--- src/rtl/assert_macros.svh ---
// assertion helpers, compiled out for synthesis
`ifndef ASSERT_MACROS_SVH
`define ASSERT_MACROS_SVH
`ifndef SYNTHESIS
`define ASSERT_PROP(label, clk, rstn, prop) \
  label: assert property (@(posedge clk) disable iff (!rstn) prop) \
    else $error("assertion failed");
`define ASSERT_NEVER(label, clk, rstn, cond) \
  label: assert property (@(posedge clk) disable iff (!rstn) !(cond)) \
    else $error("forbidden condition seen");
`else
`define ASSERT_PROP(label, clk, rstn, prop)
`define ASSERT_NEVER(label, clk, rstn, cond)
`endif
`endif

--- src/rtl/mnp_pkg.sv ---
`default_nettype none
package mnp_pkg;

  localparam int NumKeys = 128;
  localparam int KeyW    = $clog2(NumKeys);

  // message kinds, high nibble of the status byte
  localparam logic [3:0] KIND_NOTE_OFF = 4'h8;
  localparam logic [3:0] KIND_NOTE_ON  = 4'h9;

  // timestamp modes
  localparam logic [1:0] MODE_FRAMES = 2'd0;
  localparam logic [1:0] MODE_MILLIS = 2'd1;

  // configuration register indexes
  localparam int CfgIdxW = 2;
  localparam logic [CfgIdxW-1:0] REG_MODE   = 2'd0;
  localparam logic [CfgIdxW-1:0] REG_OFFSET = 2'd1;
  localparam logic [CfgIdxW-1:0] REG_RATE   = 2'd2;

  localparam logic [18:0] RATE_RESET = 19'd48000;

  typedef struct packed {
    logic [3:0]      chan;
    logic [3:0]      kind;
    logic [KeyW-1:0] key;
    logic [6:0]      vel;
    logic [31:0]     ts;
    logic [1:0]      mode;
    logic            last;
    logic            neg;
  } meta_t;

endpackage
`default_nettype wire

--- src/rtl/mnp_conv.sv ---
`default_nettype none
module mnp_conv (
  input  logic                clk_i,
  input  logic                rst_ni,
  input  logic                en_i,
  input  logic                in_vld_i,
  input  mnp_pkg::meta_t      in_meta_i,
  input  logic [31:0]         time_offset_i,
  input  logic [18:0]         sample_rate_i,
  output logic                out_vld_o,
  output mnp_pkg::meta_t      out_meta_o,
  output logic [31:0]         out_pos_o
);
  import mnp_pkg::*;

  localparam int NumStg = 8;
  localparam int DivShift = 37;
  // ceil(2^37 / 1000), exact quotient for any 27-bit dividend
  localparam logic [27:0] Recip = 28'd137438954;
  localparam logic [26:0] Divisor = 27'd1000;

  function automatic logic [16:0] div_quot(input logic [26:0] x);
    logic [54:0] prod;
    prod = 55'(x) * 55'(Recip);
    return prod[DivShift+16:DivShift];
  endfunction

  function automatic logic [9:0] div_rem(input logic [26:0] x, input logic [16:0] q);
    logic [26:0] r;
    r = x - 27'(q) * Divisor;
    return r[9:0];
  endfunction

  logic [NumStg-1:0] vld_q;
  meta_t             meta_q [NumStg];

  logic [32:0] diff;
  logic [32:0] mag;
  meta_t       meta0_d;

  logic [31:0] m0_q;
  logic [18:0] sr0_q;
  logic [50:0] p1_q;
  logic [26:0] x2_q;
  logic [16:0] q2_q;
  logic [33:0] plo2_q;
  logic [9:0]  r3_q;
  logic [16:0] q2s3_q;
  logic [33:0] plo3_q;
  logic [26:0] x4_q;
  logic [16:0] q1_q;
  logic [16:0] q2s4_q;
  logic [16:0] c0s4_q;
  logic [9:0]  r5_q;
  logic [16:0] q2s5_q;
  logic [16:0] q1s5_q;
  logic [16:0] c0s5_q;
  logic [50:0] q6_q;
  logic [31:0] pos7_q;

  logic [26:0] x2_d;
  logic [26:0] x4_d;
  logic [26:0] x6_d;
  logic [31:0] sat_d;
  logic [31:0] pos_d;

  // millisecond offset removed, magnitude kept with a sign flag
  assign diff = {in_meta_i.ts[31], in_meta_i.ts} - {time_offset_i[31], time_offset_i};
  assign mag  = diff[32] ? (33'd0 - diff) : diff;

  always_comb begin
    meta0_d     = in_meta_i;
    meta0_d.neg = diff[32];
  end

  // long division by 1000 in three 17-bit chunks
  assign x2_d = {10'd0, p1_q[50:34]};
  assign x4_d = {r3_q, plo3_q[33:17]};
  assign x6_d = {r5_q, c0s5_q};

  always_comb begin
    if (meta_q[6].neg) begin
      sat_d = (q6_q > 51'h0_8000_0000) ? 32'h8000_0000 : (32'd0 - q6_q[31:0]);
    end else begin
      sat_d = (q6_q > 51'h0_7FFF_FFFF) ? 32'h7FFF_FFFF : q6_q[31:0];
    end
    pos_d = (meta_q[6].mode == MODE_FRAMES) ? meta_q[6].ts : sat_d;
  end

  always_ff @(posedge clk_i or negedge rst_ni) begin
    if (!rst_ni) begin
      vld_q <= '0;
    end else if (en_i) begin
      vld_q <= {vld_q[NumStg-2:0], in_vld_i};
    end
  end

  always_ff @(posedge clk_i) begin
    if (en_i) begin
      meta_q[0] <= meta0_d;
      for (int i = 1; i < NumStg; i++) begin
        meta_q[i] <= meta_q[i-1];
      end
      m0_q   <= mag[31:0];
      sr0_q  <= sample_rate_i;
      p1_q   <= 51'(m0_q) * 51'(sr0_q);
      x2_q   <= x2_d;
      q2_q   <= div_quot(x2_d);
      plo2_q <= p1_q[33:0];
      r3_q   <= div_rem(x2_q, q2_q);
      q2s3_q <= q2_q;
      plo3_q <= plo2_q;
      x4_q   <= x4_d;
      q1_q   <= div_quot(x4_d);
      q2s4_q <= q2s3_q;
      c0s4_q <= plo3_q[16:0];
      r5_q   <= div_rem(x4_q, q1_q);
      q2s5_q <= q2s4_q;
      q1s5_q <= q1_q;
      c0s5_q <= c0s4_q;
      q6_q   <= {q2s5_q, q1s5_q, div_quot(x6_d)};
      pos7_q <= pos_d;
    end
  end

  assign out_vld_o  = vld_q[NumStg-1];
  assign out_meta_o = meta_q[NumStg-1];
  assign out_pos_o  = pos7_q;

endmodule
`default_nettype wire

--- config.mk ---
export PLATFORM = sky130hd
export DESIGN_NAME = mnp_conv
export DESIGN_NICKNAME = d
export VERILOG_FILES = /design/src/rtl/assert_macros.svh /design/src/rtl/mnp_pkg.sv /design/src/rtl/mnp_conv.sv
export SDC_FILE = /design/constraint.sdc
export NUM_CORES = 2
export LEC_CHECK = 0
export ABC_CLOCK_PERIOD_IN_PS = 13250
export BUFFER_PORTS_ARGS = -buffer_cell sky130_fd_sc_hd__buf_2
export CAP_MARGIN = 25
export CORE_MARGIN = 2
export CORE_UTILIZATION = 55
export CTS_CLUSTER_DIAMETER = 30
export DETAILED_ROUTE_END_ITERATION = 7
export HOLD_SLACK_MARGIN = 0.15
export PLACE_DENSITY = 0.72
export SETUP_SLACK_MARGIN = 0.1
export SLEW_MARGIN = 15
export SYNTH_ARGS = -nofsm -noshare
export SYNTH_HDL_FRONTEND = slang
export SYNTH_SLANG_ARGS = --single-unit
--- constraint.sdc ---
create_clock -name clk_i -period 13.25 [get_ports clk_i]
set_input_delay 0.6625 -clock clk_i [delete_from_list [all_inputs] [get_ports clk_i]]
set_output_delay 0.6625 -clock clk_i [all_outputs]
set_load 0.01 [all_outputs]
==> summary.txt <==
post-detail-place hpwl -> 130 mm
Clock H-tree levels -> 4
TritonCTS clock tree -> done
Clock Tree Buf Depth -> 3
endpoints failing setup -> 0
Max Freq -> 125 MHz
master cell of the clock root buffer -> sky130_fd_sc_hd__clkbuf_16
number of synthesized register bits -> 856
antenna-violating nets left -> 0
area share of the largest cell type after synthesis -> 0.328
number of buffers inserted by post-CTS setup repair -> 0
clk_skew -> 0.0515 ns
antenna violations before repair -> 5
final routed wirelength across all metal layers -> 168 mm
Clock transition at path regs -> 0.05 ns
max-slew violations -> 0
Die Y-Extent -> 380 um
routed vias -> 47318
routed length per placed instance -> 18.9 um
CTS sink count -> 856
setup slack of the most critical reg-to-reg path -> 5.22 ns
Post-synth top flop -> sky130_fd_sc_hd__edfxtp_1
number of violations of the max-capacitance limit -> 0
number of distinct library cells after synthesis -> 90
Critical Path End Type -> flip-flop
final global-route overflow total -> 0
Critical Path Fanout Max -> 19
min cycle time layout -> 8.03 ns
RSZ-0062 raised after global routing -> no
total nets after synthesis -> 8779
post-synthesis instance total -> 6626
# port buffers -> 202
fraction of the yosys area taken by sequential cells -> 0.331
First-pass DRT Iterations -> 6
first-pass GRT wire length -> 273 mm
post-cts repair resize count -> 0
number of violations reported at the end of detailed-routing iteration 0 -> 2816
number of primary I/O pins -> 204
share of the clock period used by the worst path -> 0.606
run status -> completed
proportion of layout cells with a drive suffix above 1 -> 0.0793
weighted congestion at the end of routability-driven global placement -> 0.948
site row count -> 137
share of synthesized registers carrying an async set or reset -> 0.00935
top-count cell post-synth -> sky130_fd_sc_hd__inv_1
arrival time worst endpoint -> 8.54 ns
worst endpoint required time -> 13.76 ns
number of endpoints with negative hold slack in the final report -> 0
Yosys warning total -> 0
post-synthesis instance area -> 0.0776 mm^2
global routing usage summed across all routing layers -> 0.241
final-layout setup total negative slack -> 0 ns
Slew Limit Headroom -> 0.301
endpoint of the lowest-slack register-to-register path -> p1_q[49]$_DFFE_PP_
post-synthesis average cell area -> 11.7 um^2
largest cells by area after synthesis -> sky130_fd_sc_hd__edfxtp_1 (33%), sky130_fd_sc_hd__fa_1 (28%), sky130_fd_sc_hd__ha_1 (15%)
core footprint -> 0.140 mm^2
ratio of routed vias to standard cells -> 5.30
commonest cells in the netlist -> sky130_fd_sc_hd__inv_1 (1686), sky130_fd_sc_hd__fa_1 (1091), sky130_fd_sc_hd__ha_1 (949), sky130_fd_sc_hd__edfxtp_1 (848), sky130_fd_sc_hd__nand2_1 (413)
EDFF count, synth -> 848
reg2reg path depth -> 22
area of the die -> 0.144 mm^2
maximum number of pins on one net before global-route repair -> 168
number of global-route vias before repair -> 51706
Synth-to-Final Area Change -> 11.8%
Startpoint Class -> flip-flop
Critical Setup Path Class -> flip-flop to flip-flop
die width -> 380 um
Worst-Skew Late Latency -> 0.78 ns
Yosys top cell by area -> sky130_fd_sc_hd__edfxtp_1
number of DRC violations after detailed routing -> 0
Tightest Pin Transition -> 1.05 ns
reg2reg start -> m0_q[5]$_DFFE_PP_
final hold slack -> 0.244 ns
Num CTS Buffers -> 162
type of the tightest min-delay check -> input pin to async pin
initial cell density of the core -> 0.555
NumNets Final -> 9068
-- how the worst max path moves through the flow --
| stage | startpoint | to | slack (ns) | depth (start not counted) |
|---|---|---|---|---|
| floorplan | m0_q[3]$_DFFE_PP_ | p1_q[48]$_DFFE_PP_ | 6.65 | 23 |
| global placement | sr0_q[2]$_DFFE_PP_ | p1_q[43]$_DFFE_PP_ | 5.37 | 23 |
| detailed placement | plo3_q[30]$_DFFE_PP_ | q1_q[16]$_DFFE_PP_ | 5.42 | 23 |
| CTS | m0_q[5]$_DFFE_PP_ | p1_q[49]$_DFFE_PP_ | 5.37 | 22 |
| global route | m0_q[6]$_DFFE_PP_ | p1_q[43]$_DFFE_PP_ | 4.90 | 22 |
| finish | m0_q[5]$_DFFE_PP_ | p1_q[49]$_DFFE_PP_ | 5.22 | 22 |
-- layer usage --
metal  routed length [um]  vias to the layer above  global-route usage
met5                    0                        -                   0
met4                 5260                        0              0.0826
met3                 8890                      331              0.0361
met2                86700                     1394               0.424
met1                67600                    23919               0.305
li1                     -                    21674                   -
-- cell usage in the layout, fill, tap and decap left out, types with 38 or more instances in the layout --
cell	count
sky130_fd_sc_hd__inv_1	1686
sky130_fd_sc_hd__fa_1	1091
sky130_fd_sc_hd__nand3_1	41
sky130_fd_sc_hd__and2_1	310
sky130_fd_sc_hd__a21o_1	100
sky130_fd_sc_hd__xor2_1	51
sky130_fd_sc_hd__o21ai_0	85
sky130_fd_sc_hd__nor3_1	38
sky130_fd_sc_hd__clkbuf_16	164
sky130_fd_sc_hd__nand2_1	413
sky130_fd_sc_hd__xnor2_1	115
sky130_fd_sc_hd__ha_1	949
sky130_fd_sc_hd__dlygate4sd3_1	78
sky130_fd_sc_hd__edfxtp_1	848
sky130_fd_sc_hd__a21oi_1	175
sky130_fd_sc_hd__nor2_1	150
sky130_fd_sc_hd__buf_2	201
-- per-stage QoR --
| step | instance area, um^2 | setup WS [ns] | utilization | instances |
|---|---|---|---|---|
| finish | 86700 | 5.22 | 0.621 | 8930 |
| global placement | 80200 | 5.37 | 0.574 | 8546 |
| floorplan | 77600 | 6.65 | - | 6626 |
| global route | 86700 | 4.90 | 0.621 | 8929 |
| CTS | 86700 | 5.37 | 0.621 | 8927 |
| detailed placement | 80300 | 5.42 | 0.575 | 8549 |
-- critical path, stage by stage, from the launching register on --
cell and delay (ns):
sky130_fd_sc_hd__edfxtp_1 1.04, sky130_fd_sc_hd__nand2_1 0.20, sky130_fd_sc_hd__fa_1 0.58, sky130_fd_sc_hd__inv_1 0.05, sky130_fd_sc_hd__fa_1 0.48, sky130_fd_sc_hd__fa_1 0.53, sky130_fd_sc_hd__fa_1 0.53, sky130_fd_sc_hd__fa_1 0.56
sky130_fd_sc_hd__inv_1 0.06, sky130_fd_sc_hd__fa_1 0.55, sky130_fd_sc_hd__inv_1 0.05, sky130_fd_sc_hd__ha_1 0.37, sky130_fd_sc_hd__and3_1 0.21, sky130_fd_sc_hd__a22o_1 0.24, sky130_fd_sc_hd__a311oi_1 0.50, sky130_fd_sc_hd__o21ai_0 0.32
sky130_fd_sc_hd__o2111ai_1 0.37, sky130_fd_sc_hd__a211oi_1 0.17, sky130_fd_sc_hd__o211ai_1 0.30, sky130_fd_sc_hd__nand3_1 0.15, sky130_fd_sc_hd__a31o_2 0.26, sky130_fd_sc_hd__a21oi_1 0.18, sky130_fd_sc_hd__xnor2_1 0.08
-- cell families after synthesis --
group,share of synthesized area
AO/OA/AOI/OAI,0.0473
XOR/XNOR,0.0187
adder cells (fa/ha/maj),0.435
buffers and inverters,0.0942
flip-flops,0.331
multiplexers,0.00129
AND/OR/NAND/NOR,0.0727
-- final cells by class --
cell class                      count  area [um^2]
Antenna cell                        3         7.51
Clock buffer                      176         4150
Clock inverter                    124         1460
Fill cell                       10766        53000
Inverter                         1687         6330
Multi-Input combinational cell   3892        44600
Sequential cell                   856        25700
Tap cell                         1876         2350
Timing Repair Buffer              316         2160
-- flip-flops by register name, indices dropped and copies added, names as in the netlist, 10 cells and up --
signal,cells
c0s4_q,17
c0s5_q,17
m0_q,32
meta_q,464
out_pos_o,32
p1_q,51
plo2_q,34
plo3_q,34
q1_q,17
q1s5_q,17
q6_q,42
r3_q,10
r5_q,10
sr0_q,19
x2_q,10
x4_q,10
-- timing repair --
action                                  4_1_cts  5_1_grt
endpoints found under the setup margin        0        0
hold buffers                                 78        0
endpoints found under the hold margin        85        0
Power is not shown: default switching activity piles up to over one toggle a cycle in this logic, so the estimate is an artifact.
